**config.mk**
```make
export PLATFORM = sky130hd
export DESIGN_NAME = bitmask_similarity_table_top
export DESIGN_NICKNAME = d
export VERILOG_FILES = /design/src/bst_pkg.sv /design/src/bitmask_similarity_table_top.sv
export SDC_FILE = /design/constraint.sdc
export NUM_CORES = 2
export LEC_CHECK = 0
export ABC_AREA = 1
export BUFFER_PORTS_ARGS = -buffer_cell sky130_fd_sc_hd__buf_2
export CAP_MARGIN = 20
export CORE_MARGIN = 5
export CORE_UTILIZATION = 50
export CTS_BUF_LIST = sky130_fd_sc_hd__clkbuf_16
export CTS_CLUSTER_SIZE = 16
export DETAILED_ROUTE_END_ITERATION = 12
export PLACE_DENSITY = 0.72
export SETUP_SLACK_MARGIN = 0.02
export SYNTH_ARGS = -nofsm -noshare
export SYNTH_HDL_FRONTEND = slang
export SYNTH_SLANG_ARGS = --single-unit
```
**constraint.sdc**
```tcl
create_clock -name aclk -period 24.1 [get_ports aclk]
set_clock_uncertainty 0.15 [all_clocks]
set_input_delay 2.41 -clock aclk [delete_from_list [all_inputs] [get_ports aclk]]
set_output_delay 2.41 -clock aclk [all_outputs]
set_load 0.02 [all_outputs]
```
**src/bst_pkg.sv**
```systemverilog
// Package for the bit-mask similarity table: sizes, op and status codes,
// sequencer states, reset contents and the popcount helper.
// No dependencies.
package bst_pkg;

    // Table geometry
    localparam int ENTRIES   = 16;
    localparam int MASK_BITS = 64;
    localparam int IDX_W     = $clog2(ENTRIES);
    localparam int CNT_W     = $clog2(ENTRIES + 1);
    localparam int POP_W     = $clog2(MASK_BITS + 1);

    // Fixed port field widths
    localparam int OP_W     = 2;
    localparam int ID_W     = 4;
    localparam int MVAL_W   = 64;
    localparam int SCORE_W  = 7;
    localparam int STATUS_W = 2;

    // Number of entries present after reset
    localparam int PRELOAD_CNT = 6;

    typedef enum logic [OP_W-1:0] {
        OP_WRITE = 2'd0,
        OP_QUERY = 2'd1,
        OP_LINK  = 2'd2
    } op_t;

    typedef enum logic [STATUS_W-1:0] {
        STS_DONE   = 2'd0,
        STS_ABSENT = 2'd1,
        STS_EMPTY  = 2'd2,
        STS_FULL   = 2'd3
    } status_t;

    typedef enum logic [3:0] {
        ST_IDLE,
        ST_WRITE,
        ST_Q_RD,
        ST_Q_MINE,
        ST_SCAN,
        ST_L_EVAL,
        ST_L_RDA,
        ST_L_WRA,
        ST_L_RDB,
        ST_L_WRB,
        ST_FINISH
    } seq_state_t;

    typedef logic [MASK_BITS-1:0] mask_t;

    // Mask held by an entry that has not been written since reset
    function automatic mask_t preload_mask(input logic [IDX_W-1:0] idx);
        mask_t m;
        case (int'(idx))
            0:       m = mask_t'(5);
            1:       m = mask_t'(6);
            2:       m = mask_t'(8);
            3:       m = mask_t'(3);
            4:       m = mask_t'(13);
            default: m = '0;
        endcase
        return m;
    endfunction

    // Count of set bits in a mask
    function automatic logic [POP_W-1:0] popcount(input mask_t v);
        logic [POP_W-1:0] n;
        n = '0;
        for (int i = 0; i < MASK_BITS; i++) begin
            n = n + POP_W'(v[i]);
        end
        return n;
    endfunction

endpackage

```
**src/bitmask_similarity_table_top.sv**
```systemverilog
// Top level of the bit-mask similarity table: mask store, presence flags,
// scan sequencer with a single popcount unit and a single OR unit, and output register.
// Depends on bst_pkg.

// One item is handled at a time; s_ready is high only while the sequencer
// is idle. Queries and links are paced by the scan, which reads one entry
// per cycle through the single read port of the mask memory and feeds it to
// the one popcount (query) or OR (link) unit. The result sits in an output
// register, so the next item can be accepted while it waits for m_ready.
// Reset needs no clearing pass; entries 0 to 5 come up present with masks
// 5, 6, 8, 3, 13 and 0.
module bitmask_similarity_table_top
    import bst_pkg::*;
(
    input  logic                aclk,
    input  logic                aresetn,
    input  logic                s_valid,
    output logic                s_ready,
    input  logic [OP_W-1:0]     s_op,
    input  logic [ID_W-1:0]     s_first_id,
    input  logic [ID_W-1:0]     s_second_id,
    input  logic [MVAL_W-1:0]   s_mask_value,
    input  logic                s_entry_valid,
    output logic                m_valid,
    input  logic                m_ready,
    output logic [ID_W-1:0]     m_result_id,
    output logic [SCORE_W-1:0]  m_score,
    output logic [STATUS_W-1:0] m_status
);

    seq_state_t state_reg, state_next;

    // Latched item
    logic [OP_W-1:0]   op_reg, op_next;
    logic [ID_W-1:0]   a_reg, a_next;
    logic [ID_W-1:0]   b_reg, b_next;
    mask_t             mask_reg, mask_next;
    logic              ev_reg, ev_next;

    // Working registers
    logic [CNT_W-1:0]  idx_reg, idx_next;
    mask_t             mine_reg, mine_next;
    logic [POP_W-1:0]  best_reg, best_next;
    logic [ID_W-1:0]   rid_reg, rid_next;
    status_t           status_reg, status_next;
    mask_t             used_reg, used_next;
    mask_t             bit_reg, bit_next;

    // Entry flags
    logic [ENTRIES-1:0] present_reg, present_next;
    logic [ENTRIES-1:0] written_reg;

    // Output register
    logic                m_valid_reg, m_valid_next;
    logic [ID_W-1:0]     m_result_id_reg, m_result_id_next;
    logic [SCORE_W-1:0]  m_score_reg, m_score_next;
    logic [STATUS_W-1:0] m_status_reg, m_status_next;

    // Mask memory
    mask_t              mem [ENTRIES];
    logic               mem_we;
    logic [IDX_W-1:0]   mem_wa;
    mask_t              mem_wd;
    logic [IDX_W-1:0]   rd_addr;
    logic [IDX_W-1:0]   rd_addr_q_reg;
    mask_t              rd_q_reg;
    logic               rd_hit_reg;
    mask_t              rdata;

    // Scan helpers
    logic [IDX_W-1:0]   pidx;
    logic [POP_W-1:0]   pop;
    mask_t              free_bits;
    logic               in_accept;

    assign s_ready       = (state_reg == ST_IDLE);
    assign in_accept     = s_valid && s_ready;
    assign m_valid       = m_valid_reg;
    assign m_result_id   = m_result_id_reg;
    assign m_score       = m_score_reg;
    assign m_status      = m_status_reg;

    // Unwritten entries read as their reset contents
    assign rdata     = rd_hit_reg ? rd_q_reg : preload_mask(rd_addr_q_reg);
    assign pidx      = IDX_W'(idx_reg - CNT_W'(1));
    assign pop       = popcount(mine_reg & rdata);
    assign free_bits = ~used_reg;

    // Memory: one write port, one registered read port
    always_ff @(posedge aclk) begin
        if (mem_we) begin
            mem[mem_wa] <= mem_wd;
        end
        rd_q_reg      <= mem[rd_addr];
        rd_hit_reg    <= written_reg[rd_addr];
        rd_addr_q_reg <= rd_addr;
    end

    // Control state
    always_ff @(posedge aclk) begin
        if (!aresetn) begin
            state_reg   <= ST_IDLE;
            m_valid_reg <= 1'b0;
            written_reg <= '0;
            for (int i = 0; i < ENTRIES; i++) begin
                present_reg[i] <= (i < PRELOAD_CNT);
            end
        end else begin
            state_reg   <= state_next;
            m_valid_reg <= m_valid_next;
            present_reg <= present_next;
            if (mem_we) begin
                written_reg[mem_wa] <= 1'b1;
            end
        end
    end

    // Payload and working registers
    always_ff @(posedge aclk) begin
        op_reg          <= op_next;
        a_reg           <= a_next;
        b_reg           <= b_next;
        mask_reg        <= mask_next;
        ev_reg          <= ev_next;
        idx_reg         <= idx_next;
        mine_reg        <= mine_next;
        best_reg        <= best_next;
        rid_reg         <= rid_next;
        status_reg      <= status_next;
        used_reg        <= used_next;
        bit_reg         <= bit_next;
        m_result_id_reg <= m_result_id_next;
        m_score_reg     <= m_score_next;
        m_status_reg    <= m_status_next;
    end

    // Sequencer
    always_comb begin
        logic a_ok;
        logic b_ok;

        state_next       = state_reg;
        op_next          = op_reg;
        a_next           = a_reg;
        b_next           = b_reg;
        mask_next        = mask_reg;
        ev_next          = ev_reg;
        idx_next         = idx_reg;
        mine_next        = mine_reg;
        best_next        = best_reg;
        rid_next         = rid_reg;
        status_next      = status_reg;
        used_next        = used_reg;
        bit_next         = bit_reg;
        present_next     = present_reg;
        m_valid_next     = m_valid_reg && !m_ready;
        m_result_id_next = m_result_id_reg;
        m_score_next     = m_score_reg;
        m_status_next    = m_status_reg;
        mem_we           = 1'b0;
        mem_wa           = IDX_W'(a_reg);
        mem_wd           = mask_reg;
        rd_addr          = IDX_W'(a_reg);

        a_ok = (int'(s_first_id) < ENTRIES) && present_reg[IDX_W'(s_first_id)];
        b_ok = (int'(s_second_id) < ENTRIES) && present_reg[IDX_W'(s_second_id)];

        case (state_reg)
            ST_IDLE: begin
                if (in_accept) begin
                    op_next     = s_op;
                    a_next      = s_first_id;
                    b_next      = s_second_id;
                    mask_next   = s_mask_value[MASK_BITS-1:0];
                    ev_next     = s_entry_valid;
                    idx_next    = '0;
                    best_next   = '0;
                    rid_next    = s_first_id;
                    status_next = STS_DONE;
                    used_next   = '0;
                    case (s_op)
                        OP_WRITE: begin
                            state_next = ST_WRITE;
                        end
                        OP_QUERY: begin
                            if (a_ok) begin
                                state_next = ST_Q_RD;
                            end else begin
                                status_next = STS_ABSENT;
                                state_next  = ST_FINISH;
                            end
                        end
                        OP_LINK: begin
                            if (a_ok && b_ok) begin
                                state_next = ST_SCAN;
                            end else begin
                                status_next = STS_ABSENT;
                                state_next  = ST_FINISH;
                            end
                        end
                        default: begin
                            state_next = ST_FINISH;
                        end
                    endcase
                end
            end

            // Load or remove one entry
            ST_WRITE: begin
                if (int'(a_reg) < ENTRIES) begin
                    mem_we                     = 1'b1;
                    mem_wa                     = IDX_W'(a_reg);
                    mem_wd                     = ev_reg ? mask_reg : '0;
                    present_next[IDX_W'(a_reg)] = ev_reg;
                end
                state_next = ST_FINISH;
            end

            // Fetch the asked entry's mask
            ST_Q_RD: begin
                rd_addr    = IDX_W'(a_reg);
                state_next = ST_Q_MINE;
            end

            ST_Q_MINE: begin
                mine_next  = rdata;
                idx_next   = '0;
                state_next = ST_SCAN;
            end

            // Walk all entries: issue read idx, process idx-1
            ST_SCAN: begin
                rd_addr  = IDX_W'(idx_reg);
                idx_next = idx_reg + CNT_W'(1);
                if (idx_reg != '0 && present_reg[pidx]) begin
                    if (op_reg == OP_QUERY) begin
                        if (pidx != IDX_W'(a_reg) && pop > best_reg) begin
                            best_next = pop;
                            rid_next  = ID_W'(pidx);
                        end
                    end else begin
                        used_next = used_reg | rdata;
                    end
                end
                if (idx_reg == CNT_W'(ENTRIES)) begin
                    state_next = (op_reg == OP_QUERY) ? ST_FINISH : ST_L_EVAL;
                end
            end

            // Pick the lowest bit no entry uses, or report an empty or full table
            ST_L_EVAL: begin
                if (used_reg == '0) begin
                    status_next = STS_EMPTY;
                    state_next  = ST_FINISH;
                end else if (free_bits == '0) begin
                    status_next = STS_FULL;
                    state_next  = ST_FINISH;
                end else begin
                    bit_next   = free_bits & (~free_bits + mask_t'(1));
                    state_next = ST_L_RDA;
                end
            end

            // Read-modify-write of both linked entries
            ST_L_RDA: begin
                rd_addr    = IDX_W'(a_reg);
                state_next = ST_L_WRA;
            end

            ST_L_WRA: begin
                mem_we     = 1'b1;
                mem_wa     = IDX_W'(a_reg);
                mem_wd     = rdata | bit_reg;
                state_next = ST_L_RDB;
            end

            ST_L_RDB: begin
                rd_addr    = IDX_W'(b_reg);
                state_next = ST_L_WRB;
            end

            ST_L_WRB: begin
                mem_we     = 1'b1;
                mem_wa     = IDX_W'(b_reg);
                mem_wd     = rdata | bit_reg;
                state_next = ST_FINISH;
            end

            // Hand the result to the output register once it is free
            ST_FINISH: begin
                if (!m_valid_reg || m_ready) begin
                    m_valid_next     = 1'b1;
                    m_result_id_next = rid_reg;
                    m_score_next     = SCORE_W'(best_reg);
                    m_status_next    = status_reg;
                    state_next       = ST_IDLE;
                end
            end

            default: begin
                state_next = ST_IDLE;
            end
        endcase
    end

endmodule

```
==> flow_metrics.tcl <==
set metrics [dict create \
    dp_slack_ns 15.27 \
    firstDrtPassIters 8 \
    pwr-share-clk_pct 22.3 \
    antenna_left 0 \
    critPathSlowestCell "dfxtp_4" \
    largest_register_ffs 1024 \
    dr_total_vias 38790 \
    synthFlopType "edfxtp_1" \
    dp.cells 6610 \
    worstSkewPairLatency_ns 0.77 \
    cts_buffers 143 \
    area_growth_pct 10.72 \
    yosysSeqAreaShare_pct 69.45 \
    tightest_slew_ns 1.092 \
    ir_drop_mv 0.3278 \
    final.setup.worst_slack_ns 15.15 \
    postSynth.asyncResetShare_pct 0 \
    post_drt_wl_per_cell_um 21.81 \
    htree_levels 4 \
    gp_congestion 0.9172 \
    routed_wirelength_um 149900 \
    p_comb_share_pct 41.1 \
    ys_types 47 \
    drcViolationCount 0 \
    gr-usage-all-layers_pct 23.29 \
    p_int_uw 5703 \
    cts_tree "yes" \
    grt_pass1_vias 36720 \
    cts_setup_buffers 0 \
    synth_seq_cells 1428 \
    power_frac_seq_pct 36.6 \
    ctsResizeCount 0 \
    hold_viol 0 \
    slew_headroom_pct 27.18 \
    slowest_delay_ns 0.90 \
    pin_count 94 \
    io_buffers 93 \
    synth_cells 5095 \
    core_sq_um 119800 \
    switching_share_pct 40.05 \
    critPathKind "flop to flop" \
    rsz0062_at_grt "no" \
    ys_warn_count 0 \
    stdcell_count 6872 \
    largest-register "mem" \
    p_leak_uw 0.02546 \
    grt_pass1_wl_um 223500 \
    fmax_mhz 111.7 \
    antenna_found_initial 8 \
    cp.required_ns 24.40 \
    report.final.slew_viol_count 0 \
    status "finished, final reports clean" \
    postSynthNetCount 5257 \
    hpwlAfterDp_um 84990 \
    syn_avg_cell_area_sq_um 11.82 \
    die_y_um 357.0 \
    synth-edff-count 1322 \
    dr.first_iter.drc_count 4559 \
    nets 5308 \
    grt_max_degree 250 \
    cp-end-kind "flop" \
    power.switching_uw 3810 \
    min_period_ns 8.950 \
    clock-root-buffer "clkbuf_16" \
    rows 127 \
    hold_class "flop to flop" \
    start_util_pct 50.26 \
    cap_violations 0 \
    power_density_nw_per_um2 142.7 \
    dieArea_sq_um 127500 \
    crit_top_cell "fa_1" \
    setup_tns_ns 0 \
    synth_area_sq_um 60220 \
    period_share_pct 37.14 \
    gr-total-overflow 0 \
    clkSinkCount 1428 \
    hold_buffers 0 \
    vias_per_cell 5.644 \
    worstPathMaxFanout 63 \
    finalSetupViolations 0 \
    cts_buffer_depth 3 \
    worstPathArrival_ns 9.25 \
    drive_above_1_share_pct 7.720 \
    start_kind "flop" \
    die_w_um 357.0 \
    clkSlewWorstSetupHoldPaths_ns 0.06 \
]
cells in the final DEF, fill, tap and decap left out, types with 4 or more instances in the layout:
master / instances
nand3_1: 471
clkinv_1: 30
ha_1: 29
xor2_1: 5
dfxtp_1: 105
nor2_1: 169
clkinv_2: 27
buf_2: 93
clkinv_8: 5
o21ai_0: 98
nor3_1: 49
o211ai_1: 522
inv_1: 892
a21oi_1: 98
fa_1: 54
clkinvlp_4: 5
nand4_1: 38
nor2_4: 21
inv_2: 9
nor4_1: 18
edfxtp_1: 1322
bufinv_16: 8
o22ai_1: 4
buf_4: 61
nand2_1: 933
clkbuf_16: 146
critical path, delay by kind of cell (launching register included):
kind,cells,cell delay [ns]
xor+xnor,1,0.25
flops,1,0.90
fa+ha+maj,11,4.73
simple gates,4,0.65
buf+inv,7,0.84
compound gates,6,1.08
cells in the mapped netlist (5+ instances only):
cell | n | area [sq um]
ha_1 | 29 | 362.9
dfxtp_1 | 106 | 2122
fa_1 | 54 | 1081
o211ai_1 | 522 | 3919
edfxtp_1 | 1322 | 39700
buf_2 | 133 | 665.6
clkbuf_1 | 78 | 292.8
nand3_1 | 471 | 2357
buf_4 | 24 | 180.2
buf_1 | 13 | 48.80
nor2_1 | 188 | 705.7
o21ai_0 | 98 | 490.5
nand2_1 | 934 | 3506
inv_1 | 864 | 3243
inv_2 | 8 | 30.03
nand4_1 | 38 | 237.7
nor3_1 | 49 | 245.2
xor2_1 | 5 | 43.79
a21oi_1 | 99 | 495.5
nor4_1 | 18 | 112.6
worst paths after layout:
| path | start | endpoint | slack (ns) | cells after the start |
|---|---|---|---|---|
| max reg2reg | rd_hit_reg | rid_reg[2] | 15.15 | 29 |
| max | rd_hit_reg | rid_reg[2] | 15.15 | 29 |
| min reg2reg | status_reg[1] | m_status[1] | 0.28 | 0 |
| min | status_reg[1] | m_status[1] | 0.28 | 0 |
power by group through the flow:
stage	logic, uW	registers [uW]	clock network [uW]
2_1_floorplan	2820	3450	0
3_3_place_gp	3710	3520	0
3_5_place_dp	3840	3520	0
4_1_cts	3870	3470	2150
5_1_grt	4410	3500	2260
6_report	3910	3480	2120
kinds of logic after synthesis:
kind of cell	share of synthesized area [%]
AOI/OAI and AO/OA	8.417
xor gates and xnor gates	0.08726
adders and majority gates	2.398
buffers and inverters	7.494
DFF	69.45
and+or+nand+nor	12.16
area by class of cell:
type / instances / area, sq um
clock buffers: 146 / 3654
multi-input cells: 2541 / 14060
repair buffers: 158 / 1011
diodes: 1 / 2.502
clock inverters: 112 / 815.8
flip-flops and latches: 1428 / 41820
fillers: 9566 / 53140
inverters: 874 / 3289
well taps: 1612 / 2017
routing by layer:
layer	track usage [%]	up-vias	routed length, um
met1	31.71	18710	59450
met4	8.613	6	5053
met5	0	-	37
met3	4.788	335	14900
li1	-	17800	-
met2	37.44	1936	70440
stage by stage:
step                      utilization (%)  area (sq um)  total power [uW]  hold WS (ns)
after floorplan                         -         60220              6275        0.2503
after global placement              51.87         62150              7230        0.2542
after detailed placement            51.87         62150              7363        0.2572
after CTS                           55.60         66620              9493        0.2734
after global routing                55.65         66670             10170        0.2846
final                               55.65         66680              9513        0.2755
No activity file was read; power rests on OpenSTA's default activity.
